`src/rgbc_pkg.sv`:
```
package rgbc_pkg;

  // One pixel in the line memories and the window: [2] red, [1] green, [0] blue.
  typedef logic [2:0][7:0] rgb_t;

  typedef struct packed {
    logic [7:0] red_in;
    logic [7:0] green_in;
    logic [7:0] blue_in;
  } pix_in_t;

  typedef struct packed {
    logic [7:0] red_out;
    logic [7:0] green_out;
    logic [7:0] blue_out;
    logic       last_pixel;
  } pix_out_t;

  typedef enum logic [1:0] {
    MODE_BLUR    = 2'd0,
    MODE_SHARPEN = 2'd1,
    MODE_EDGE    = 2'd2,
    MODE_PASS    = 2'd3
  } mode_t;

  localparam logic [1:0] REG_WIDTH  = 2'd0;
  localparam logic [1:0] REG_HEIGHT = 2'd1;
  localparam logic [1:0] REG_MODE   = 2'd2;

  localparam int         CFG_W          = 11;
  localparam logic [10:0] WIDTH_RESET   = 11'd640;
  localparam logic [10:0] HEIGHT_RESET  = 11'd480;

  // Upper and middle line entries share one memory word.
  typedef struct packed {
    rgb_t upper;
    rgb_t middle;
  } line_pair_t;

  // 3x3 neighborhood, index row*3 + col, row 0 on top, col 0 oldest.
  typedef rgb_t [8:0] win_t;

  typedef struct packed {
    logic  valid;
    logic  last;
    mode_t mode;
  } kctl_t;

  // floor(x / 9) equals (x * 7282) >> 16 for every nine-tap sum (x < 2296).
  localparam logic [23:0] BLUR_RECIP = 24'd7282;
  localparam int          BLUR_SHIFT = 16;

  localparam int FIFO_DEPTH = 8;
  localparam int FIFO_AW    = 3;
  localparam int FIFO_CW    = 4;

  function automatic logic [7:0] clamp_u8(logic signed [12:0] s);
    logic [7:0] r;
    if (s < 13'sd0) begin
      r = 8'd0;
    end else if (s > 13'sd255) begin
      r = 8'd255;
    end else begin
      r = s[7:0];
    end
    return r;
  endfunction

  function automatic logic [7:0] chan_result(logic [11:0] all, logic [9:0] nb4,
                                             logic [7:0] ctr, mode_t mode);
    logic [23:0]        prod;
    logic signed [12:0] s;
    prod = 24'(all) * BLUR_RECIP;
    case (mode)
      MODE_BLUR:    s = signed'({5'd0, prod[BLUR_SHIFT +: 8]});
      MODE_SHARPEN: s = signed'(13'(13'(ctr) * 13'd5) - 13'(nb4));
      MODE_EDGE:    s = signed'(13'(13'(ctr) * 13'd9) - 13'(all));
      default:      s = signed'(13'(ctr));
    endcase
    return clamp_u8(s);
  endfunction

endpackage

```
`src/rgbc_out_fifo.sv`:
```
module rgbc_out_fifo
  import rgbc_pkg::*;
(
  input  logic     clk,
  input  logic     rst,
  input  logic     push,
  input  pix_out_t push_data,
  output logic     res_valid,
  input  logic     res_stall,
  output pix_out_t res
);

  pix_out_t             mem [FIFO_DEPTH];
  logic [FIFO_AW-1:0]   wr_ptr;
  logic [FIFO_AW-1:0]   rd_ptr;
  logic [FIFO_CW-1:0]   count;
  logic                 pop;

  assign res_valid = (count != '0);
  assign res       = mem[rd_ptr];
  assign pop       = res_valid && !res_stall;

  always_ff @(posedge clk) begin
    if (push) begin
      mem[wr_ptr] <= push_data;
    end
  end

  always_ff @(posedge clk) begin
    if (rst) begin
      wr_ptr <= '0;
      rd_ptr <= '0;
      count  <= '0;
    end else begin
      if (push) begin
        wr_ptr <= wr_ptr + FIFO_AW'(1);
      end
      if (pop) begin
        rd_ptr <= rd_ptr + FIFO_AW'(1);
      end
      case ({push, pop})
        2'b10:   count <= count + FIFO_CW'(1);
        2'b01:   count <= count - FIFO_CW'(1);
        default: count <= count;
      endcase
    end
  end

endmodule

```
`config.mk`:
```
export PLATFORM = sky130hd
export DESIGN_NAME = rgbc_out_fifo
export DESIGN_NICKNAME = d
export VERILOG_FILES = /design/src/rgbc_pkg.sv /design/src/rgbc_out_fifo.sv
export SDC_FILE = /design/constraint.sdc
export NUM_CORES = 1
export LEC_CHECK = 0
export BUFFER_PORTS_ARGS = -buffer_cell sky130_fd_sc_hd__buf_4
export CAP_MARGIN = 20
export CORE_AREA = 2 2 121 123
export DETAILED_ROUTE_END_ITERATION = 8
export DIE_AREA = 0 0 123 125
export PLACE_DENSITY = 0.77
export SYNTH_ARGS = -nofsm -noshare
export SYNTH_HDL_FRONTEND = slang
export SYNTH_SLANG_ARGS = --single-unit
```
`constraint.sdc`:
```
create_clock -name clk -period 3.87 [get_ports clk]
set_clock_uncertainty 0.05 [all_clocks]
set_input_delay 0.774 -clock clk [delete_from_list [all_inputs] [get_ports clk]]
set_output_delay 0.774 -clock clk [all_outputs]
set_load 0.005 [all_outputs]
```
; ---- Yosys cells after proc, flatten, opt, wreduce, memory -nomap -nowiden
; Memory sizes are Yosys's and may differ from the RTL's. A register that Yosys moved wholly into a read port is not among the register bits.
; Index checks and enable logic that the tools add are counted.
[word_totals]
regBits = 10
mem_bits_rw = 200
in_bits = 29
output_inout_bits = 26
word_cells = 19
mem_count = 1
[memory_table]
columns = memory, words, width, rd, rd_ports_with_merged_regs, write_ports, line
row1 = mem, 8, 25, 1, 1, 1, rgbc_out_fifo.sv:13  ; pix_out_t mem [FIFO_DEPTH];
[classes]
addsub = 4
n_eq_ne = 2
mux = 5
reduce_logical = 4
[ops]
columns = op, count
row1 = case mux 4 bit (2 select lines), 1
row2 = "adder 3 x 1 -> 3 bit, second input constant", 2
row3 = two-way mux 3 bit, 2
row4 = "adder 4 x 1 -> 4 bit, second input constant", 1
row5 = nonzero test 4 bit, 1
row6 = "subtractor 4 x 1 -> 4 bit, second input constant", 1
row7 = "== test 2 x 1 -> 1 bit, second input constant", 1
row8 = "== test 2 bit, second input constant", 1
row9 = two-way mux 1 bit, 2
row10 = nonzero test 2 bit, 1
row11 = logical AND 1 bit, 1
row12 = logical NOT 1 bit, 1

; ---- Depth between registers and ports, before layout
[depth]
ltp_word = 4
depth_mapped = 9
ltp_nobuf = 9

; ---- Least setup slack after synthesis
; Ideal clock, no wire load.
[synth_path]
path_type = input -> register
start = in push
end = mem mem[0][0] (netlist bit), enable pin
setup_ns = 0.438
arrival_time_ns = 2.606
required_ns = 3.382
path_slack_ns = 0.776
path_stages = 2
path_buffers = 0
cell_sequence = nand2b_1 nor3_1
[synth_between]
elab_chain_len = 2
[synth_lines]
columns = element, line
row1 = start: declaration, rgbc_out_fifo.sv:6  ; input logic push,
row2 = two-way mux 1 bit, rgbc_out_fifo.sv:24  ; if (push) begin
row3 = two-way mux 1 bit (not written as such), rgbc_out_fifo.sv:25  ; mem[wr_ptr] <= push_data;
row4 = end: declaration, rgbc_out_fifo.sv:13
; Every way passes these cells.

==> metrics.md <==
| Metric | Value |
|---|---|
| CTS Hold Bufs | `0` |
| Slowest stage delay, CP | `730 ps` |
| P per Cell Area | `588 nW/um^2` |
| Worst skew pair latency | `approximately 500 ps` |
| Pin count of the biggest net entering global routing | `27` |
| Crit-path most repeated cell | `buf_4` |
| Post-route ant nets | `0` |
| Clock root buffer | `clkbuf_16` |
| Fillers | `~900` |
| Routed vias | `3781` |
| Reg2reg end | `count[3]$_SDFFE_PP0P_` |
| Pre-Repair DR Iteration Count | `4` |
| Worst setup path endpoint | `res[3]` |
| TritonCTS clock tree | `done` |
| Post-synth top area share | `72.1%` |
| DRT iter0 DRCs | `between 300 and 400` |
| Wl on met1 | `about 6100 um` |
| Crit path time final | `~3500 ps` |
| Wire length per cell | `roughly 23 um` |
| Max Slew Vio Count | `0` |
| Critical path's slowest cell | `dfxtp_2` |
| # resized after CTS | `0` |
| CP arrival | `2660 ps` |
| # IOs | `55` |
| Register clock-pin slew on the reported worst setup and hold paths | `approximately 60 ps` |
| TritonCTS sink count | `between 200 and 250` |
| Distinct cells, synth | `26` |
| Syn Nets | `between 300 and 400` |
| Status | `completed` |
| DRT Wirelength | `about 14000 um` |
| Final setup viols | `0` |
| Synth Register Bits | `213` |
| Chip Width | `roughly 120 um` |
| CP startpoint kind | `flip-flop` |
| Largest cells by area after synthesis | `edfxtp_1, mux4_1, mux2_2, dfxtp_1, buf_6` |
| Die Y | `between 100 and 150 um` |
| Post-synth top cells | `edfxtp_1, mux4_1, mux2_2, nor2_1, dfxtp_1` |
| Kind of critical path | `flip-flop to primary output` |
| DR top layer | `met4` |
| Cts bufs inserted | `21` |
| Max Clk Rate | `287 MHz` |
| Ys Warns | `0` |
| Drt via density | `approximately 6.0` |
| Core box area | `about 14000 um^2` |
| Wire length on met3 | `about 810 um` |
| Crit end category | `primary output` |
| Dominant cell type by area after synthesis | `edfxtp_1` |
| Crit Path Max Fanout | `19` |
| Area grow syn2layout | `16.1%` |
| R2R Setup Slk | `1250 ps` |
| Worst EP required | `3050 ps` |
| Global-route total usage across every layer | `between 20% and 30%` |
| Routability cong. | `around 0.69` |
| Nets | `470` |
| Postcts setup bufs | `0` |
| Die area | `15400 um^2` |
| Worst slew margin | `about 44%` |
| Max cap viols | `0` |
| Clock buffer depth | `3` |
| Remaining DRCs | `0` |
| Initial core utilization | `between 50% and 60%` |
| Leakage power | `3.26 nW` |
| Initial antenna violation count | `0` |
| Cell Rows | `44` |
| Hold Violations, Final | `0` |
| Vias in the first global route | `between 3000 and 4000` |
| DP HPWL | `around 8400 um` |
| Met2 WL | `~7300 um` |
| Final Cell Area | `9680 um^2` |
| TNS Setup | `0 ps` |
| Layout cells sized above 1 | `between 20 and 30%` |
| Most frequent cell after synthesis | `edfxtp_1` |
| Prevailing post-synth register cell | `edfxtp_1` |
| Post-synth EDFFs | `200` |
| Worst-path cell chain | `buf_4, mux4_1, mux2_2, buf_4` |
| Worst Max-Slew Pin Slew | `between 800 and 900 ps` |
| Tcrit/Tclk final | `around 90%` |
| Seq. cell area | `around 6300 um^2` |
| Fraction of registers with async set/reset | `0%` |
| VDD IR max | `about 0.46 mV` |
| Mean Syn Cell Area | `approximately 23 um^2` |
| Area after DPL | `9030 um^2` |
| Synthesized instance count | `362` |
| HP Class | `input pin to flip-flop` |
| CTS H-tree lvls | `1` |
| Post-Syn Area | `between 8000 and 9000 um^2` |
| Reg2Reg Depth | `7` |
| PortBufs | `between 50 and 60` |
| First-pass GRT wire length | `around 23000 um` |
| RSZ-0062 raised after global routing | `no` |
| Area occupied by multi-input gates | `1980 um^2` |
| Antenna cells | `0` |
| Reg2reg start | `count[1]$_SDFFE_PP0P_` |
| Register area share after synthesis | `75.2%` |
| Aggregate global routing overflow | `0` |
-- final cells by class --
class / count / share of cell area [%]
flip-flops and latches: 213 / 64.8
multi-input cells: 130 / 20.4
repair buffers: 68 / 5.66
clock buffers: 26 / 5.62
well taps: 184 / 2.38
clock inverters: 11 / 1.07
inverters: 2 / 0.0776
-- cell families after synthesis --
| logic type | count (synthesis) | synth area share (%) |
|---|---|---|
| simple gates | 32 | 1.77 |
| buf+inv | 19 | 1.41 |
| xor+xnor | 7 | 0.736 |
| flops | 213 | 75.2 |
| mux | 79 | 19.6 |
| fa+ha+maj | 5 | 0.751 |
| compound gates | 7 | 0.510 |
-- state kept, by name, indices dropped and copies added, names as in the netlist, named ones only --
| signal | flops |
|---|---|
| count | 4 |
| mem | 200 |
| rd_ptr | 3 |
| wr_ptr | 3 |
-- power breakdown --
group | switching, mW | total, mW | leakage, nW | internal, mW
Sequential | 0.113 | 2.72 | 1.92 | 2.61
Combinational | 0.405 | 1.05 | 1.02 | 0.649
Clock | 0.786 | 1.92 | 0.319 | 1.13
Total | 1.30 | 5.69 | 3.26 | 4.39
-- placed cells by master, fill, tap and decap left out, drive strengths merged, types with 2 or more instances in the layout --
| cell | synthesis | layout |
|---|---|---|
| nand2 | 5 | 5 |
| xnor2 | 3 | 3 |
| edfxtp | 200 | 200 |
| clkinv | 0 | 9 |
| clkbuf | 3 | 26 |
| mux4 | 50 | 50 |
| mux2i | 2 | 2 |
| nor2 | 16 | 16 |
| inv | 2 | 2 |
| xor2 | 4 | 4 |
| ha | 5 | 5 |
| bufinv | 0 | 2 |
| a21oi | 3 | 3 |
| dfxtp | 13 | 13 |
| mux2 | 27 | 27 |
| nand2b | 3 | 3 |
| buf | 14 | 68 |
| nor3 | 3 | 3 |
| o21ai | 2 | 2 |
-- stage by stage --
step	util [%]	cells	worst slack, ps	hold slack, ps	total power, mW
3_5_place_dp	63.6	597	949	463	3.84
2_1_floorplan	-	362	776	422	3.48
3_3_place_gp	63.6	597	950	444	3.81
5_1_grt	68.1	634	265	454	5.94
6_report	68.1	634	391	463	5.69
4_1_cts	68.1	634	353	452	5.76
-- critical path: cells and delay by family (launching register included) --
family,cells,cell delay [ps]
multiplexers,2,930
flip-flops,1,730
buffers and inverters,2,500
-- metal layers --
layer / global-route usage [%] / up-vias
li1: - / 1698
met1: 28.6 / 1951
met2: 32.9 / 105
met3: 3.24 / 27
met4: 5.41 / 0
met5: 0 / -
-- how the worst min path moves through the flow --
stage,cells after the start,end,start
finish,1,mem[2][23]$_DFFE_PP_,push_data[23]
global route,1,mem[0][16]$_DFFE_PP_,push_data[16]
CTS,1,mem[1][24]$_DFFE_PP_,push_data[24]
detailed placement,2,flip-flop,rd_ptr[2]$_SDFFE_PP0N_
global placement,2,flip-flop,rd_ptr[1]$_SDFFE_PP0N_
floorplan,2,flip-flop,rd_ptr[1]$_SDFFE_PP0N_
(Power assumes the default switching activity.)
