File: src/rgbc_pkg.sv
package rgbc_pkg;

  // One pixel in the line memories and the window: [2] red, [1] green, [0] blue.
  typedef logic [2:0][7:0] rgb_t;

  typedef struct packed {
    logic [7:0] red_in;
    logic [7:0] green_in;
    logic [7:0] blue_in;
  } pix_in_t;

  typedef struct packed {
    logic [7:0] red_out;
    logic [7:0] green_out;
    logic [7:0] blue_out;
    logic       last_pixel;
  } pix_out_t;

  typedef enum logic [1:0] {
    MODE_BLUR    = 2'd0,
    MODE_SHARPEN = 2'd1,
    MODE_EDGE    = 2'd2,
    MODE_PASS    = 2'd3
  } mode_t;

  localparam logic [1:0] REG_WIDTH  = 2'd0;
  localparam logic [1:0] REG_HEIGHT = 2'd1;
  localparam logic [1:0] REG_MODE   = 2'd2;

  localparam int         CFG_W          = 11;
  localparam logic [10:0] WIDTH_RESET   = 11'd640;
  localparam logic [10:0] HEIGHT_RESET  = 11'd480;

  // Upper and middle line entries share one memory word.
  typedef struct packed {
    rgb_t upper;
    rgb_t middle;
  } line_pair_t;

  // 3x3 neighborhood, index row*3 + col, row 0 on top, col 0 oldest.
  typedef rgb_t [8:0] win_t;

  typedef struct packed {
    logic  valid;
    logic  last;
    mode_t mode;
  } kctl_t;

  // floor(x / 9) equals (x * 7282) >> 16 for every nine-tap sum (x < 2296).
  localparam logic [23:0] BLUR_RECIP = 24'd7282;
  localparam int          BLUR_SHIFT = 16;

  localparam int FIFO_DEPTH = 8;
  localparam int FIFO_AW    = 3;
  localparam int FIFO_CW    = 4;

  function automatic logic [7:0] clamp_u8(logic signed [12:0] s);
    logic [7:0] r;
    if (s < 13'sd0) begin
      r = 8'd0;
    end else if (s > 13'sd255) begin
      r = 8'd255;
    end else begin
      r = s[7:0];
    end
    return r;
  endfunction

  function automatic logic [7:0] chan_result(logic [11:0] all, logic [9:0] nb4,
                                             logic [7:0] ctr, mode_t mode);
    logic [23:0]        prod;
    logic signed [12:0] s;
    prod = 24'(all) * BLUR_RECIP;
    case (mode)
      MODE_BLUR:    s = signed'({5'd0, prod[BLUR_SHIFT +: 8]});
      MODE_SHARPEN: s = signed'(13'(13'(ctr) * 13'd5) - 13'(nb4));
      MODE_EDGE:    s = signed'(13'(13'(ctr) * 13'd9) - 13'(all));
      default:      s = signed'(13'(ctr));
    endcase
    return clamp_u8(s);
  endfunction

endpackage

File: src/rgbc_kernel.sv
module rgbc_kernel
  import rgbc_pkg::*;
(
  input  logic     clk,
  input  logic     rst,
  input  kctl_t    ctl,
  input  win_t     taps,
  output logic     res_push,
  output pix_out_t res
);

  logic [2:0][11:0] all;
  logic [2:0][9:0]  nb4;
  logic [2:0][7:0]  ctr;
  logic             last;
  mode_t            mode;
  logic             valid;
  logic [2:0][7:0]  val;

  // First stage: nine-tap and four-neighbor sums per channel.
  always_ff @(posedge clk) begin
    if (rst) begin
      valid <= 1'b0;
    end else begin
      valid <= ctl.valid;
    end
  end

  always_ff @(posedge clk) begin
    if (ctl.valid) begin
      last <= ctl.last;
      mode <= ctl.mode;
      for (int ch = 0; ch < 3; ch++) begin
        all[ch] <= 12'(taps[0][ch]) + 12'(taps[1][ch]) + 12'(taps[2][ch])
                 + 12'(taps[3][ch]) + 12'(taps[4][ch]) + 12'(taps[5][ch])
                 + 12'(taps[6][ch]) + 12'(taps[7][ch]) + 12'(taps[8][ch]);
        nb4[ch] <= 10'(taps[1][ch]) + 10'(taps[3][ch]) + 10'(taps[5][ch])
                 + 10'(taps[7][ch]);
        ctr[ch] <= taps[4][ch];
      end
    end
  end

  // Second stage: kernel weight, divide or clamp; the output queue registers it.
  always_comb begin
    for (int ch = 0; ch < 3; ch++) begin
      val[ch] = chan_result(all[ch], nb4[ch], ctr[ch], mode);
    end
  end

  assign res_push       = valid;
  assign res.red_out    = val[2];
  assign res.green_out  = val[1];
  assign res.blue_out   = val[0];
  assign res.last_pixel = last;

endmodule

File: config.mk
export PLATFORM = sky130hd
export DESIGN_NAME = rgbc_kernel
export DESIGN_NICKNAME = d
export VERILOG_FILES = /design/src/rgbc_pkg.sv /design/src/rgbc_kernel.sv
export SDC_FILE = /design/constraint.sdc
export NUM_CORES = 1
export LEC_CHECK = 0
export ABC_AREA = 1
export BUFFER_PORTS_ARGS = -buffer_cell sky130_fd_sc_hd__clkbuf_2
export CAP_MARGIN = 15
export CORE_MARGIN = 2
export CORE_UTILIZATION = 31
export CTS_BUF_LIST = sky130_fd_sc_hd__clkbuf_4
export CTS_CLUSTER_SIZE = 12
export DETAILED_ROUTE_END_ITERATION = 12
export PLACE_DENSITY_LB_ADDON = 0.3
export SETUP_SLACK_MARGIN = 0.4
export SYNTH_ARGS = -nofsm -noshare
export SYNTH_HDL_FRONTEND = slang
export SYNTH_SLANG_ARGS = --single-unit
File: constraint.sdc
create_clock -name clk -period 4.8 [get_ports clk]
set_input_delay 0.48 -clock clk [delete_from_list [all_inputs] [get_ports clk]]
set_output_delay 0.48 -clock clk [all_outputs]
set_load 0.1 [all_outputs]
Word level (Yosys, flattened, before mapping). Cells that the tools add are included.

Bits in registers: 94. Input bits: 222. Logic and storage cells: 78.

Add/sub/neg operators: 39. Multipliers: 9. $lt $le $gt $ge: 6. Equality and inequality tests: 2. Muxes and demuxes: 9. Reduce and logical (&&, ||, !) cells: 1.

Operators with widths (count): adder 12 x 8 -> 12 bit (12); one-hot mux 13 bit (3 select lines) (3); multiplier 12 x 12 -> 23 bit, second input constant (3); adder 9 x 8 -> 10 bit (6); adder 8 x 8 -> 9 bit (6); 2-to-1 mux 8 bit (6); greater-than comparator 13 x 9 -> 1 bit, second input constant (3); < comparator 13 x 1 -> 1 bit, second input constant (3); subtractor 12 x 12 -> 13 bit (3); adder 11 x 8 -> 12 bit (3); multiplier 8 x 4 -> 12 bit, second input constant (3); subtractor 11 x 10 -> 12 bit (3); adder 10 x 8 -> 11 bit (3); multiplier 8 x 3 -> 11 bit, second input constant (3); adder 10 x 8 -> 10 bit (3); == test 2 x 1 -> 1 bit, second input constant (1); == test 2 bit, second input constant (1); logical NOT 2 bit (1).

Longest topological paths before layout.
Depth after elaboration: 8. Depth in mapped cells: 25.

Worst setup path after synthesis. OpenSTA, ideal clock, no wires.

Kind: flip-flop to output port. From: register all[31] (netlist bit). To: output res[20] (netlist bit). Data arrival time: 5.526 ns. Data required time: 4.320 ns. Slack: -1.206 ns. Cell stages (with the launch flop): 22. Path buffers: 0. Cell sequence: edfxtp_1 > fa_1 > ha_1 > inv_1 > fa_1 > inv_1 > fa_1 > inv_1 > fa_1 > inv_1 > ha_1 > nand2_1 > nor2_1 > nor2_1 > nor2_1 > nor2_1 > nand2_1 > nand2_1 > nand3_1 > nand2_1 > o21ai_0 > a21oi_1.

RTL lines: start: declaration (RTL line rgbc_kernel.sv:12) `logic [2:0][11:0] all;`; start signal: indexed assignment (RTL line rgbc_kernel.sv:34) `all[ch] <= 12'(taps[0][ch]) + 12'(taps[1][ch]) + 12'(taps[2][ch])`; end: declaration (RTL line rgbc_kernel.sv:9) `output pix_out_t res`.

==> flow_summary_export.csv <==
group,metric,value,unit
grt,grt_max_degree,63,
clocking,cts_buffers,9,
logic_synthesis,synthTopCellsByArea,"fa_1 (29%), ha_1 (23%), edfxtp_1 (12%)",
route,first_pass_iters,7,
sta,maxSlewHeadroom,38.8,%
setup_path,crit_family,"adder cells",
sta,setup_ws,-837,ps
clocking,cts_tree,"built",
grt,grt_pass1_wl,97300,um
floorplan,dieArea,77600,um2
outcome,violations,"setup timing",
floorplan,start_util,31.4,%
logic_synthesis,yosysWarnings,0,
route,drcViolationCount,0,
setup_path,path_class,"register to primary output",
setup_path,crit_path_start,"all[27]",
grt,grt_usage,15.8,%
setup_path,worst-path-buf-inv,6,
run,drv_cap,0,
floorplan,coreArea,74600,um2
cells_and_area,area_growth,24.2,%
logic_synthesis,yosysTopAreaCellShare,29.0,%
sta,finalHoldViolations,0,
clocking,ctsRootBufferMaster,"clkbuf_4",
sta,slew_violations,0,
route,vias,18705,
grt,antenna_found_initial,2,
setup_path,worst_path_max_delay_cell,"fa_1",
min_path,hold_depth,1,
logic_synthesis,avgSynthCellArea,8.61,um2
setup_path,crit_path_cell_trace,"fa_1, ha_4, inv_2, fa_1, inv_1, fa_1, inv_1, fa_1, inv_2, ha_4, nand2_4, inv_2, nand2_1, a21oi_2, nor2_2, nand2_2, nand2_1, nand3_1, nand3_1, nand2_1, nand2_2, a21oi_4, buf_12",
sta,setup_violations,24,
outcome,status,"finished with violations",
setup_path,arrival,5160,ps
logic_synthesis,ys_async_sr_fraction,0,%
min_path,hold_class,"input pin to register",
grt,grt_pass1_vias,19229,
floorplan,die_x,279,um
logic_synthesis,syn_nets,3708,
setup_path,crit_end,"res[23]",
sta,min_period_over_period,117,%
clocking,cts_buffer_depth,2,
logic_synthesis,synth-edff-count,93,
setup_path,worstSetupPathDepth,23,
cells_and_area,fillers,7565,
grt,gr-total-overflow,0,
sta,max_freq,177,MHz
clocking,htree_num_levels,3,
sta,finalCriticalPeriod,5640,ps
clocking,clk_pin_slew,190,ps
logic_synthesis,ys.flop_type,"edfxtp_1",
logic_synthesis,netlist_area,23400,um2
floorplan,rows,100,
logic_synthesis,yosysSeqAreaShare,12.0,%
sta,worstMarginPinSlew,918,ps
logic_synthesis,ys_top_cells_by_count,"inv_1 (663), ha_1 (433), nand2_1 (426)",
cells_and_area,drive_above_1_share,22.5,%
setup_path,critical-path-max-stage-delay,570,ps
route,wire_per_inst,14.5,um
placement,dp.cells,4082,
setup_path,crit_top_cell,"fa_1",
setup_path,required,4320,ps
setup_path,crit_path_max_fanout,4,
setup_path,start_kind,"register",
cells_and_area,nNetsFinal,4146,
setup_path,end_kind,"primary output",
logic_synthesis,synth_most_common_cell,"inv_1",
cells_and_area,instances_no_fill,4130,
placement,gp_routability_congestion,0.870,
floorplan,io_pins,248,
logic_synthesis,netlist-cell-type-count,47,
route,ant_nets,0,
route,drt-initial-drc-count,769,
sta,rsz0062_at_grt,"yes",
logic_synthesis,synth_seq_cells,94,
placement,port_buffers,247,
clocking,cts.sinks,94,
logic_synthesis,synth_area_leader_cell,"fa_1",
placement,hpwl,53500,um
route,routed_via_density,4.53,
logic_synthesis,synthCells,2714,
floorplan,die_h,279,um
route,wl,59900,um
[final cells by class]
cell class	count	area, um2	area share [%]
clock buffers	9	67.6	0.233
clock inverters	7	67.6	0.233
well taps	969	1210	4.17
diodes	4	10.0	0.0345
multi-input cells	1936	19300	66.3
inverters	672	2550	8.77
flip-flops and latches	94	2810	9.69
repair buffers	439	3070	10.6
[registers in the layout (all words and copies together), names as in the netlist]
| register | cells |
|---|---|
| all | 36 |
| ctr | 24 |
| last | 1 |
| mode | 2 |
| nb4 | 30 |
| res_push | 1 |
[repair_timing]
| item | CTS | global route |
|---|---|---|
| gates cloned | 0 | 0 |
| endpoints found under the hold margin | 6 | 0 |
| endpoints found under the setup margin | 24 | 26 |
| hold buffers | 6 | 0 |
| pin swaps | 77 | 51 |
| setup buffers | 17 | 5 |
| resized for setup | 124 | 56 |
[per-layer routing]
| metal | track usage (%) | part of all wire [%] | vias to the layer above |
|---|---|---|---|
| li1 | - | - | 9455 |
| met1 | 21.3 | 47 | 8927 |
| met2 | 27.2 | 48 | 275 |
| met3 | 2.03 | 3.7 | 48 |
| met4 | 3.17 | 1.5 | 0 |
| met5 | 0 | 0 | - |
[per-stage QoR]
stage          setup TNS (ps)  cell area [um2]  hold slack, ps  util (%)  worst slack, ps
2_1_floorplan           -1590            23800             551         -             -141
3_3_place_gp            -2830            27800             640      37.2             -198
3_5_place_dp            -3140            27800             640      37.2             -179
4_1_cts                -18790            28700            7.12      38.5             -869
5_1_grt                -24260            29000           -5.36      38.9            -1100
6_report               -17400            29000            62.2      38.9             -837
[cell families after synthesis]
family                     Yosys count  share of synthesized area, %
xor gates and xnor gates            58                          2.17
adders and majority gates          772                          52.2
buffers and inverters              684                          11.2
AOI/OAI and AO/OA                  326                          7.89
DFF                                 94                          12.0
and+or+nand+nor                    780                          14.5
[cell usage in the layout, fill, tap and decap left out, types with 16 or more instances in the layout]
| cell type | n |
|---|---|
| a21o_1 | 21 |
| a21oi_1 | 106 |
| a21oi_2 | 26 |
| a21oi_4 | 25 |
| buf_12 | 24 |
| buf_4 | 183 |
| clkbuf_2 | 222 |
| edfxtp_1 | 93 |
| fa_1 | 336 |
| ha_1 | 389 |
| ha_4 | 42 |
| inv_1 | 632 |
| inv_2 | 35 |
| nand2_1 | 394 |
| nand2_2 | 31 |
| nand3_1 | 121 |
| nand3_2 | 20 |
| nand4_1 | 30 |
| nor2_1 | 112 |
| o21ai_0 | 64 |
| o21ai_1 | 24 |
| o21ai_2 | 20 |
| o21bai_1 | 17 |
| xnor2_1 | 16 |
| xor2_1 | 42 |
[how the worst min path moves through the flow]
stage / to / slack, ps / from
2_1_floorplan: res_push / 550 / rst
3_3_place_gp: res_push / 640 / rst
3_5_place_dp: res_push / 640 / rst
4_1_cts: ctr[10] / 7 / taps[106]
5_1_grt: ctr[14] / -5 / taps[110]
6_report: ctr[12] / 60 / taps[108]
Power is not shown: default switching activity piles up to over one toggle a cycle in this logic, so the estimate is an artifact.
